===== src/rtl/core/gmab_pkg.sv =====
// ----------------------------------------------------------------------------
// Gated moving-average bands package
// Shared constants, register indexes and types for the band averaging block.
// ----------------------------------------------------------------------------
package gmab_pkg;

  localparam int BAND_DEPTH_DEF  = 64;
  localparam int CHANNELS_DEF    = 4;
  localparam int SAMPLE_BITS_DEF = 10;

  localparam int NUM_BANDS  = 4;
  localparam int WIN_W      = 7;
  localparam int THR_W      = 11;
  localparam int MODE_W     = 2;
  localparam int DET_W      = 12;
  localparam int SUM_W      = 16;
  localparam int AVG_W      = 10;
  localparam int CH_W       = 2;
  localparam int CFG_IDX_W  = 3;
  localparam int CFG_DATA_W = 11;
  localparam logic [AVG_W-1:0] AVG_MAX = 10'd1023;

  localparam logic [CFG_IDX_W-1:0] REG_WINDOW_A  = 3'd0;
  localparam logic [CFG_IDX_W-1:0] REG_WINDOW_B  = 3'd1;
  localparam logic [CFG_IDX_W-1:0] REG_WINDOW_C  = 3'd2;
  localparam logic [CFG_IDX_W-1:0] REG_WINDOW_D  = 3'd3;
  localparam logic [CFG_IDX_W-1:0] REG_THRESHOLD = 3'd4;
  localparam logic [CFG_IDX_W-1:0] REG_MODE      = 3'd5;

  localparam logic [MODE_W-1:0] MODE_SPLIT = 2'd0;
  localparam logic [MODE_W-1:0] MODE_PAIR  = 2'd1;

  typedef enum logic [2:0] {
    ST_CLEAR, ST_IDLE, ST_PUSH, ST_DIV, ST_OUT
  } state_t;

  // Per-channel result of the detection lanes.
  typedef struct packed {
    logic [DET_W-1:0] det;
    logic             hit;
  } lane_res_t;

endpackage


===== src/rtl/core/gmab_lane.sv =====
// ----------------------------------------------------------------------------
// Detection lane
// Holds three past samples of one channel and forms the four-tap difference
// and its threshold compare.
// ----------------------------------------------------------------------------
module gmab_lane #(
  parameter int SAMPLE_BITS = gmab_pkg::SAMPLE_BITS_DEF
) (
  input  logic                         clk,
  input  logic                         rst_n,
  input  logic                         shift,
  input  logic [SAMPLE_BITS-1:0]       sample,
  input  logic [gmab_pkg::THR_W-1:0]   threshold,
  output gmab_pkg::lane_res_t          res
);
  localparam int DW = SAMPLE_BITS + 3;

  logic [SAMPLE_BITS-1:0] h0_r, h1_r, h2_r;
  logic signed [DW-1:0]   d;
  logic [DW-1:0]          mag;

  always_ff @(posedge clk) begin
    if (!rst_n) begin
      h0_r <= '0;
      h1_r <= '0;
      h2_r <= '0;
    end else if (shift) begin
      h2_r <= h1_r;
      h1_r <= h0_r;
      h0_r <= sample;
    end
  end

  always_comb begin
    d = $signed({3'b000, sample}) - $signed({3'b000, h0_r})
      + $signed({3'b000, h1_r}) - $signed({3'b000, h2_r});
    mag = d[DW-1] ? DW'(-d) : DW'(d);
    res.det = gmab_pkg::DET_W'(d);
    res.hit = mag > DW'(threshold);
  end

endmodule


===== src/rtl/core/gmab_divider.sv =====
// ----------------------------------------------------------------------------
// Band mean divider
// Restoring divider, one quotient bit per cycle, with saturation at the top.
// ----------------------------------------------------------------------------
module gmab_divider (
  input  logic                         clk,
  input  logic                         rst_n,
  input  logic                         start,
  input  logic [gmab_pkg::SUM_W-1:0]   dividend,
  input  logic [gmab_pkg::WIN_W-1:0]   divisor,
  output logic                         done,
  output logic [gmab_pkg::AVG_W-1:0]   quotient
);
  localparam int SW = gmab_pkg::SUM_W;

  logic [SW-1:0]        q_r;
  logic [gmab_pkg::WIN_W:0] rem_r;
  logic [gmab_pkg::WIN_W-1:0] den_r;
  logic [4:0]           cnt_r;
  logic                 busy_r;
  logic                 done_r;
  logic [gmab_pkg::WIN_W:0] trial;

  assign trial = {rem_r[gmab_pkg::WIN_W-1:0], q_r[SW-1]};

  always_ff @(posedge clk) begin
    if (!rst_n) begin
      busy_r <= 1'b0;
      cnt_r  <= '0;
      done_r <= 1'b0;
    end else begin
      // The quotient is complete in the cycle after the last iteration, as done rises.
      done_r <= busy_r && !start && (cnt_r == 5'd1);
      if (start) begin
        busy_r <= 1'b1;
        cnt_r  <= 5'(SW);
        q_r    <= dividend;
        rem_r  <= '0;
        den_r  <= divisor;
      end else if (busy_r) begin
        if (trial >= {1'b0, den_r}) begin
          rem_r <= trial - {1'b0, den_r};
          q_r   <= {q_r[SW-2:0], 1'b1};
        end else begin
          rem_r <= trial;
          q_r   <= {q_r[SW-2:0], 1'b0};
        end
        cnt_r <= cnt_r - 5'd1;
        if (cnt_r == 5'd1) busy_r <= 1'b0;
      end
    end
  end

  assign done     = done_r;
  assign quotient = (q_r > SW'(gmab_pkg::AVG_MAX)) ? gmab_pkg::AVG_MAX
                                                   : q_r[gmab_pkg::AVG_W-1:0];

endmodule


===== src/rtl/core/gated_moving_average_bands.sv =====
// Per request, each channel gets a decision step; a hit channel then gets a read
// and a write step for every band it feeds. Four serial divisions follow, one
// per band. One item at a time: a new request is taken only after the result
// has been accepted. Pushes and the serial divider set the time per item.
// Reset is synchronous; after reset a clearing pass over all 4*BAND_DEPTH entries
// (depth rounded up to a power of two) zeroes the band store first.
// ----------------------------------------------------------------------------
// Gated moving-average bands, top level
// Four detection lanes, a sequential band updater and a serial mean divider.
// ----------------------------------------------------------------------------
module gated_moving_average_bands #(
  parameter int BAND_DEPTH  = gmab_pkg::BAND_DEPTH_DEF,
  parameter int SAMPLE_BITS = gmab_pkg::SAMPLE_BITS_DEF
) (
  input  logic                              clk,
  input  logic                              rst_n,
  input  logic                              in_tvalid,
  output logic                              in_tready,
  // sample_ch0, sample_ch1, sample_ch2, sample_ch3 from the lowest bit up
  input  logic [((4*SAMPLE_BITS+7)/8)*8-1:0] in_tdata,
  output logic                              out_tvalid,
  input  logic                              out_tready,
  // average_band0..3, detect_ch0..3, active_group_a, active_group_b,
  // last_channel_a, last_channel_b from the lowest bit up
  output logic [95:0]                       out_tdata,
  input  logic                              cfg_valid,
  output logic                              cfg_ready,
  input  logic [gmab_pkg::CFG_IDX_W-1:0]    cfg_index,
  input  logic [gmab_pkg::CFG_DATA_W-1:0]   cfg_data
);
  localparam int PW = $clog2(BAND_DEPTH);
  localparam int AW = PW + 2;
  localparam int SW = gmab_pkg::SUM_W;

  gmab_pkg::state_t state_r, state_nxt;

  logic [gmab_pkg::WIN_W-1:0]  win_r [4];
  logic [gmab_pkg::THR_W-1:0]  thr_r;
  logic [gmab_pkg::MODE_W-1:0] mode_r;

  logic [SAMPLE_BITS-1:0] store [2**AW];
  logic [SAMPLE_BITS-1:0] rd_r;
  logic [SW-1:0]          sum_r [4];
  logic [PW-1:0]          ptr_r [4];
  logic [1:0]             glast_r [2];

  logic [SAMPLE_BITS-1:0]  smp_r [4];
  gmab_pkg::lane_res_t     lres [4];
  logic [gmab_pkg::DET_W-1:0] det_r [4];
  logic [1:0]              act_r;
  logic [gmab_pkg::AVG_W-1:0] avg_r [4];

  logic [AW-1:0] clr_r;
  logic [1:0]    ch_r, band_r;
  logic          phase_r;
  logic          lane_shift;
  logic          hist_shift;
  logic          div_start, div_done;
  logic [gmab_pkg::AVG_W-1:0] div_q;
  logic          div_go_r;

  function automatic logic [gmab_pkg::WIN_W-1:0] eff_win(
    input logic [gmab_pkg::WIN_W-1:0] w);
    if (w == '0) return gmab_pkg::WIN_W'(1);
    if (32'(w) > BAND_DEPTH) return gmab_pkg::WIN_W'(BAND_DEPTH);
    return w;
  endfunction

  // Band range fed by a channel: lo/hi band and group.
  logic [1:0] lo_b, hi_b;
  logic       grp;
  always_comb begin
    if (mode_r == gmab_pkg::MODE_SPLIT) begin
      grp  = ch_r[0];
      lo_b = ch_r[0] ? 2'd2 : 2'd0;
      hi_b = ch_r[0] ? 2'd3 : 2'd1;
    end else if (mode_r == gmab_pkg::MODE_PAIR) begin
      grp = 1'b0; lo_b = 2'd0; hi_b = 2'd1;
    end else begin
      grp = 1'b0; lo_b = 2'd0; hi_b = 2'd3;
    end
  end

  logic [gmab_pkg::WIN_W-1:0] cur_w;
  logic [PW-1:0] p_eff, p_inc;
  logic [AW-1:0] addr;
  assign cur_w = eff_win(win_r[band_r]);
  assign p_eff = (gmab_pkg::WIN_W'(ptr_r[band_r]) >= cur_w) ? '0 : ptr_r[band_r];
  assign p_inc = (gmab_pkg::WIN_W'(p_eff) + 1'b1 >= cur_w) ? '0 : PW'(p_eff + 1'b1);
  assign addr  = {band_r, p_eff};

  // Every lane shifts its history once, after the last channel is done.
  assign hist_shift = lane_shift && (ch_r == 2'd3);

  genvar g;
  generate
    for (g = 0; g < 4; g++) begin : g_lane
      gmab_lane #(.SAMPLE_BITS(SAMPLE_BITS)) u_lane (
        .clk(clk), .rst_n(rst_n), .shift(hist_shift),
        .sample(smp_r[g]), .threshold(thr_r), .res(lres[g]));
    end
  endgenerate

  gmab_divider u_div (
    .clk(clk), .rst_n(rst_n), .start(div_start),
    .dividend(sum_r[band_r]), .divisor(eff_win(win_r[band_r])),
    .done(div_done), .quotient(div_q));

  assign in_tready  = (state_r == gmab_pkg::ST_IDLE);
  assign cfg_ready  = 1'b1;
  assign out_tvalid = (state_r == gmab_pkg::ST_OUT);
  assign div_start  = div_go_r;

  always_comb begin
    state_nxt  = state_r;
    lane_shift = 1'b0;
    unique case (state_r)
      gmab_pkg::ST_CLEAR: if (clr_r == '1) state_nxt = gmab_pkg::ST_IDLE;
      gmab_pkg::ST_IDLE:  if (in_tvalid) state_nxt = gmab_pkg::ST_PUSH;
      gmab_pkg::ST_PUSH:
        if (phase_r ? (clr_r[0] && band_r == hi_b) : !lres[ch_r].hit) begin
          lane_shift = 1'b1;
          if (ch_r == 2'd3) state_nxt = gmab_pkg::ST_DIV;
        end
      gmab_pkg::ST_DIV:
        if (div_done && band_r == 2'd3) state_nxt = gmab_pkg::ST_OUT;
      gmab_pkg::ST_OUT:   if (out_tready) state_nxt = gmab_pkg::ST_IDLE;
      default:            state_nxt = gmab_pkg::ST_IDLE;
    endcase
  end

  always_ff @(posedge clk) begin
    if (!rst_n) begin
      state_r <= gmab_pkg::ST_CLEAR;
      clr_r   <= '0;
      for (int i = 0; i < 4; i++) begin
        win_r[i] <= gmab_pkg::WIN_W'(1);
        sum_r[i] <= '0;
        ptr_r[i] <= '0;
      end
      thr_r      <= gmab_pkg::THR_W'(64);
      mode_r     <= '0;
      glast_r[0] <= '0;
      glast_r[1] <= '0;
      ch_r <= '0; band_r <= '0; phase_r <= 1'b0; div_go_r <= 1'b0;
    end else begin
      state_r  <= state_nxt;
      div_go_r <= (state_r == gmab_pkg::ST_PUSH && state_nxt == gmab_pkg::ST_DIV) ||
                  (state_r == gmab_pkg::ST_DIV && div_done && band_r != 2'd3);
      if (cfg_valid) begin
        case (cfg_index)
          gmab_pkg::REG_WINDOW_A:  win_r[0] <= cfg_data[gmab_pkg::WIN_W-1:0];
          gmab_pkg::REG_WINDOW_B:  win_r[1] <= cfg_data[gmab_pkg::WIN_W-1:0];
          gmab_pkg::REG_WINDOW_C:  win_r[2] <= cfg_data[gmab_pkg::WIN_W-1:0];
          gmab_pkg::REG_WINDOW_D:  win_r[3] <= cfg_data[gmab_pkg::WIN_W-1:0];
          gmab_pkg::REG_THRESHOLD: thr_r <= cfg_data;
          gmab_pkg::REG_MODE:      mode_r <= cfg_data[gmab_pkg::MODE_W-1:0];
          default: ;
        endcase
      end
      unique case (state_r)
        gmab_pkg::ST_CLEAR: clr_r <= clr_r + 1'b1;
        gmab_pkg::ST_IDLE:
          if (in_tvalid) begin
            for (int i = 0; i < 4; i++)
              smp_r[i] <= in_tdata[i*SAMPLE_BITS +: SAMPLE_BITS];
            ch_r <= '0; phase_r <= 1'b0; act_r <= '0; band_r <= '0;
          end
        gmab_pkg::ST_PUSH: begin
          if (!phase_r) begin
            det_r[ch_r] <= lres[ch_r].det;
            if (lres[ch_r].hit) begin
              act_r[grp]   <= 1'b1;
              glast_r[grp] <= ch_r;
              phase_r      <= 1'b1;
              band_r       <= lo_b;
            end
          end else if (!clr_r[0]) begin
            // Read cycle: rd_r loads the entry about to be replaced.
            clr_r[0] <= 1'b1;
          end else begin
            clr_r[0] <= 1'b0;
            sum_r[band_r] <= sum_r[band_r] - SW'(rd_r) + SW'(smp_r[ch_r]);
            ptr_r[band_r] <= p_inc;
            if (band_r == hi_b) phase_r <= 1'b0;
            else band_r <= band_r + 1'b1;
          end
          if (state_nxt == gmab_pkg::ST_DIV) band_r <= '0;
          if (lane_shift) ch_r <= ch_r + 1'b1;
        end
        gmab_pkg::ST_DIV:
          if (div_done) begin
            avg_r[band_r] <= div_q;
            if (band_r != 2'd3) band_r <= band_r + 1'b1;
          end
        gmab_pkg::ST_OUT: ;
        default: ;
      endcase
    end
  end

  // The stall decision: hit channel stays in PUSH through read/write pairs.
  // clr_r[0] doubles as the read/write phase toggle once clearing is done;
  // the clear counter wraps to zero as clearing ends, so every pair starts
  // on its read cycle and leaves the bit at zero again.

  always_ff @(posedge clk) begin
    if (state_r == gmab_pkg::ST_CLEAR) begin
      store[clr_r] <= '0;
    end else if (state_r == gmab_pkg::ST_PUSH && phase_r && clr_r[0]) begin
      store[addr] <= smp_r[ch_r];
    end
    rd_r <= store[addr];
  end

  assign out_tdata = {2'b00, glast_r[1], glast_r[0], act_r[1], act_r[0],
                      det_r[3], det_r[2], det_r[1], det_r[0],
                      avg_r[3], avg_r[2], avg_r[1], avg_r[0]};

endmodule


===== config.mk =====
export PLATFORM = sky130hd
export DESIGN_NAME = gated_moving_average_bands
export DESIGN_NICKNAME = d
export VERILOG_FILES = /design/src/rtl/core/gmab_pkg.sv /design/src/rtl/core/gmab_lane.sv /design/src/rtl/core/gmab_divider.sv /design/src/rtl/core/gated_moving_average_bands.sv
export SDC_FILE = /design/constraint.sdc
export NUM_CORES = 2
export LEC_CHECK = 0
export BUFFER_PORTS_ARGS = -buffer_cell sky130_fd_sc_hd__buf_2
export CELL_PAD_IN_SITES_DETAIL_PLACEMENT = 1
export CELL_PAD_IN_SITES_GLOBAL_PLACEMENT = 2
export CORE_UTILIZATION = 32
export CTS_BUF_LIST = sky130_fd_sc_hd__clkbuf_2
export DETAILED_ROUTE_END_ITERATION = 7
export PLACE_DENSITY = 0.67
export SLEW_MARGIN = 20
export SYNTH_ARGS = -nofsm -noshare
export SYNTH_HDL_FRONTEND = slang
export SYNTH_SLANG_ARGS = --single-unit

===== constraint.sdc =====
create_clock -name clk -period 8.85 [get_ports clk]
set_input_delay 1.77 -clock clk [delete_from_list [all_inputs] [get_ports clk]]
set_output_delay 1.77 -clock clk [all_outputs]
set_load 0.01 [all_outputs]

; Yosys cells after proc, flatten, opt, wreduce, memory -nomap -nowiden
; Memory sizes are Yosys's and may differ from the RTL's. A register that Yosys moved wholly into a read port is not among the register bits.
; Cells that the tools add are included.
[totals]
input_bits = 59
latchBits = 0
elab_cells = 279
ramBits = 2808
memories = 8
register_bits = 189
romBits = 0
[memory_table]
columns = name, depth, width, read_ports, rd_ports_with_merged_regs, wr, line_no
row1 = store, 256, 10, 1, 1, 1, gated_moving_average_bands.sv:41  ; logic [SAMPLE_BITS-1:0] store [2**AW];
row2 = sum_r, 4, 16, 1, 1, 4, gated_moving_average_bands.sv:43  ; logic [SW-1:0] sum_r [4];
row3 = det_r, 4, 12, 4, 0, 1, gated_moving_average_bands.sv:49  ; logic [gmab_pkg::DET_W-1:0] det_r [4];
row4 = avg_r, 4, 10, 4, 0, 1, gated_moving_average_bands.sv:51  ; logic [gmab_pkg::AVG_W-1:0] avg_r [4];
row5 = smp_r, 4, 10, 5, 1, 4, gated_moving_average_bands.sv:47  ; logic [SAMPLE_BITS-1:0] smp_r [4];
row6 = win_r, 4, 7, 1, 1, 4, gated_moving_average_bands.sv:37  ; logic [gmab_pkg::WIN_W-1:0] win_r [4];
row7 = +2 memories, -, -, -, -, -, -
[classes]
n_shift = 0
n_reduce_logical = 36
mux = 135
n_lt_le_gt_ge = 12
bitwise_logic = 7
n_eq_ne = 27
div = 0
multipliers = 0
addsub = 25
[op_table]
columns = operator, count
row1 = $mux W13, 6
row2 = $mux W7, 10
row3 = $mux W1, 67
row4 = $mux W2, 27
row5 = $add A13 B11 Y13, 4
row6 = $gt A13 B11 Y1, 4
row7 = $neg A13 Y13, 4
row8 = $sub A13 B11 Y13, 4
row9 = $mux W16, 3
row10 = $sub A10 B10 Y11, 4
row11 = $bmux W13 S2, 1
row12 = $mux W10, 2
row13 = $mux W3, 6
row14 = $mux W6, 3
row15 = $add A16 B10 Y16, 1
row16 = $gt A16 B10 Y1 const B, 1
row17 = $reduce_or A16 Y1, 1
row18 = $sub A16 B10 Y16, 1
row19 = $eq A3 B2 Y1 const B, 5
row20 = $pmux W3 S5, 1
row21 = $reduce_and A2 Y1, 6
row22 = $logic_and A1 B1 Y1, 11
row23 = $mux W5, 2
row24 = $ne A2 B2 Y1 const B, 5
row25 = 46 further kinds, 63

; Depth between registers and ports, before layout
; An unclocked memory read counts as a cell.
[depth]
ltp_word = 19
depth_mapped = 37
ltp_nobuf = 33

; Modules after synthesis
; A second synthesis with hierarchy kept.
[unflattened]
cells_unflattened = 9681
hier_area_um2 = 130311.2
[modules_own_cells]
columns = module, cells_per_inst, instances, seq_area_each_um2, area_each_um2
row1 = gated_moving_average_bands, 8030, 1, 85261.8, 115906.2
row2 = gmab_lane at g_lane[0].u_lane ..., 366, 3, 600.6, 3094.2
row3 = gmab_lane at g_lane[3].u_lane, 390, 1, 600.6, 3153.0
row4 = gmab_divider, 163, 1, 1041.0, 1969.4

; Worst setup path after synthesis
; OpenSTA, ideal clock, no wires.
[synth_timing]
path_kind = reg-to-reg
startpoint = register state_r[2]
endpoint = memory store[0][1] (netlist name) (data pin)
path_stages_with_launch = 7
slack_ns = 0.010
n_path_buf = 2
t_arrival_ns = 7.447
required_time_ns = 7.457
synth_period_minus_slack_ns = 8.840
path_cell_list = dfxtp_1 nand2b_1 nor2_1 nand3_1 clkbuf_1 clkbuf_1 nor2_1
[synth_between]
elab_chain_len = 8
word_cells_on_any_way = 9
classes_between = 1 x eq/ne / 4 x mux / 4 x reduce/logical
[synth_rtl]
columns = item, line_no
row1 = from (decl), gated_moving_average_bands.sv:35  ; gmab_pkg::state_t state_r, state_nxt;
row2 = from (signal assigned), gated_moving_average_bands.sv:134  ; state_r <= gmab_pkg::ST_CLEAR;
row3 = from (signal assigned), gated_moving_average_bands.sv:147  ; state_r <= state_nxt;
row4 = $eq A3 B2 Y1, gated_moving_average_bands.sv:210  ; end else if (state_r == gmab_pkg::ST_PUSH && phase_r && clr_r[0]) begin
row5 = $logic_and A1 B1 Y1 (2 in a row), gated_moving_average_bands.sv:210
row6 = $mux W1, gated_moving_average_bands.sv:210
row7 = $mux W1 (*), gated_moving_average_bands.sv:208  ; if (state_r == gmab_pkg::ST_CLEAR) begin
row8 = $mux W1 (implied by the code) (*), gated_moving_average_bands.sv:211  ; store[addr] <= smp_r[ch_r];
row9 = $reduce_or A10 Y1 (no source line) (*), -
row10 = $mux W10 (no source line) (*), -
row11 = to (decl), gated_moving_average_bands.sv:41
; Mark *: on every way between the ends. The rest lies on a longest branch, timed or not.

==> results.yml <==
setup_path:
  end_kind: "flop"
  worst_ep_required_time_ns: 10.88
  crit_type: "flop to flop"
  cpMostUsedCell: "a21oi_1"
  start_kind: "flop"
  slowest_stage: "nor4b_1"
  cpPeakStageDelay_ns: 0.82
  critPathArrivalTime_ns: 10.22
  cp_max_fo: 28
floorplan:
  dieArea_sq_um: 395000
  fp.coreArea_sq_um: 390000
  rows: 229
  dieHeight_microns: 628
  io_pins: 158
  die_width_microns: 628
  start_util_pct: 32.2
run_status:
  status: "finished clean"
place:
  io_buffers: 154
  dp_slack_ns: 0.703
  gp_congestion: 0.906
  place_hpwl_microns: 303000
route:
  drtPass1Iterations: 6
  antenna_left: 0
  viasPerCell: 5.51
  routed-via-count: 88303
  wirelength_microns: 479000
  wl_per_cell_microns: 29.9
  initialDrtViolationCount: 9650
  route.detailed.drc: 0
clock_network:
  cts_hold_buf: 110
  htreeDepth: 6
  clkTransAtPathRegs_ns: 0.12
  cts_tree: "done"
  cts_sinks: 3011
  cts_buffers: 781
  clkLatencyLatePin_ns: 2.38
  cts_resized: 0
  clockRootBuffer: "clkbuf_2"
  postCtsSetupBuffers: 0
  ctsLongestPathBuffers: 4
sta:
  slew_viol_final: 0
  tns_ns: 0
  rsz0062_at_grt: "no"
  tightest_slew_ns: 1.25
  fmax_mhz: 122
  skew_ns: 0.388
  hold_ws_ns: 0.329
  fin_crit_ns: 8.19
  maxSlewHeadroom_pct: 16.6
  finalSetupViolCount: 0
  finalHoldViolCount: 0
  fin_ws_ns: 0.662
  period_share_pct: 92.5
global_routing:
  grt_first_pass_wirelength_microns: 672000
  grt_max_degree: 190
  first_global_vias: 89989
  gr-total-overflow: 0
  antenna_found_initial: 48
  grt.total_usage_pct: 23.5
logic_synthesis:
  synth_warnings: 0
  synth.distinct_cells: 95
  synthTopCellsByCount: "edfxtp_1 (2,840), nand2_1 (1,556), nor2_1 (508)"
  synth-seq-cells: 3011
  synth_area_leaders: "edfxtp_1 (68%), nand2_1 (4.7%), dfxtp_1 (2.7%)"
  synth_flop_cell: "edfxtp_1"
  synthArstFlopShare_pct: 0
  synth_most_common_cell: "edfxtp_1"
  syn_area_per_cell_sq_um: 13.8
  syn-instance-count: 9101
  synth_top_area_share_pct: 67.9
  yosysTopAreaCell: "edfxtp_1"
  synth_edf_count: 2840
  synth.cell_area_sq_um: 126000
  yosysSeqAreaShare_pct: 70.7
cells_and_area:
  syn_to_final_growth_pct: 15.0
  drive_gt1_share_pct: 21.0
  fillers: 41558
  utilization_pct: 37.0
  nets: 10504
flow_run:
  maxCapViolCount: 0
worst_hold_path:
  hp-class: "input port to flop"
pwr:
  powerDensity_nw_per_um2: 187
  ir_drop_mv: 0.123
  leakage_nw: 53.8
==> where the power goes <==
| part | internal, W | total (W) | switching, W |
|---|---|---|---|
| logic | 0.000470 | 0.00178 | 0.00131 |
| clock network | 0.00377 | 0.00983 | 0.00606 |
| registers | 0.0154 | 0.0154 | 0.0000610 |
==> per-stage QoR <==
step	power, W	instances	cell area (sq um)
2_1_floorplan	0.0165	9102	126000
3_3_place_gp	0.0174	14506	136000
3_5_place_dp	0.0175	14509	136000
4_1_cts	0.0272	15993	144000
5_1_grt	0.0280	15996	144000
6_report	0.0271	16014	144000
==> state kept, by name, indices dropped and copies added, names as in the netlist, 3 cells and up, named ones only <==
name,count
u_div.q_r,16
thr_r,11
sum_r,64
rd_r,10
g_lane.u_lane.h1_r,40
ptr_r,24
det_r,48
u_div.den_r,7
clr_r,8
store,2560
state_r,3
u_div.rem_r,7
glast_r,4
win_r,28
avg_r,40
g_lane.u_lane.h2_r,40
u_div.cnt_r,5
g_lane.u_lane.h0_r,40
smp_r,40
==> routing by layer <==
layer  part of all wire (%)  GRT usage [%]  wire, microns
met5                  0.036              0            172
met4                    4.6           10.5          22200
met3                    8.3           4.51          39900
met2                     46           37.1         219000
met1                     41           31.3         198000
==> cell families after synthesis <==
logic type	count (synthesis)	synth area share [%]
flip-flops	3011	70.7
AND/OR/NAND/NOR	2823	9.57
AO/OA/AOI/OAI	1621	8.90
buffers and inverters	817	2.63
multiplexers	458	4.62
adder cells (fa/ha/maj)	239	2.71
XOR/XNOR	130	0.907
other	2	0.00598
==> placed cells by master (no fill, tap or decap), types with 24 or more instances in the layout <==
cell type and instances:
nor2_1 493, dfxtp_1 169, a21o_1 36, o21ai_0 154, a211oi_1 35, a221oi_1 32
buf_12 42, nand2b_1 29, and2_1 43, xnor2_1 84, clkinv_1 125, a32oi_1 31
a22oi_1 47, a311oi_1 39, xor2_1 46, ha_1 184, clkbuf_2 1172, clkinv_2 24
buf_2 153, o221ai_1 298, a31oi_1 212, inv_1 237, mux2i_1 335, a21oi_1 360
nand3_1 393, edfxtp_1 2840, dlygate4sd3_1 110, nand4_1 46, o211ai_1 50, fa_1 55
nand2_1 1544, o22ai_1 105, mux2_2 28, buf_4 584, nor3_1 57, nor4_1 31
mux4_2 93, and3_1 60
==> path summary, 6_finish.rpt <==
| path | startpoint | to | slack [ns] | depth (start not counted) |
|---|---|---|---|---|
| setup reg to reg | smp_r[0][2] | g_lane[3].u_lane.h0_r[2] | 0.66 | 29 |
| hold reg to reg | g_lane[3].u_lane.h1_r[6] | g_lane[3].u_lane.h2_r[6] | 0.46 | 2 |
| hold / removal | in_tdata[15] | smp_r[1][5] | 0.33 | 2 |
| setup / recovery | smp_r[0][2] | g_lane[3].u_lane.h0_r[2] | 0.66 | 29 |
==> final cells by class <==
class                           count  area (sq um)  area share [%]
Sequential cell                  3011         88700            61.5
Multi-Input combinational cell   5274         34000            23.5
Timing Repair Buffer              892          7140            4.94
Tap cell                         5197          6500            4.51
Clock buffer                     1172          5870            4.06
Clock inverter                    202          1160           0.807
Inverter                          246           946           0.655
Antenna cell                       20          50.0          0.0347
==> worst max-delay path: cells and delay by family, from the launching register on <==
kind / cells / cell delay [ns]
xor gates and xnor gates: 1 / 0.20
muxes: 2 / 0.60
DFF: 1 / 0.58
and+or+nand+nor: 5 / 1.93
adders and majority gates: 4 / 1.54
AOI/OAI and AO/OA: 15 / 2.80
buffers and inverters: 2 / 0.36
Power figures use the tool's default switching activity.
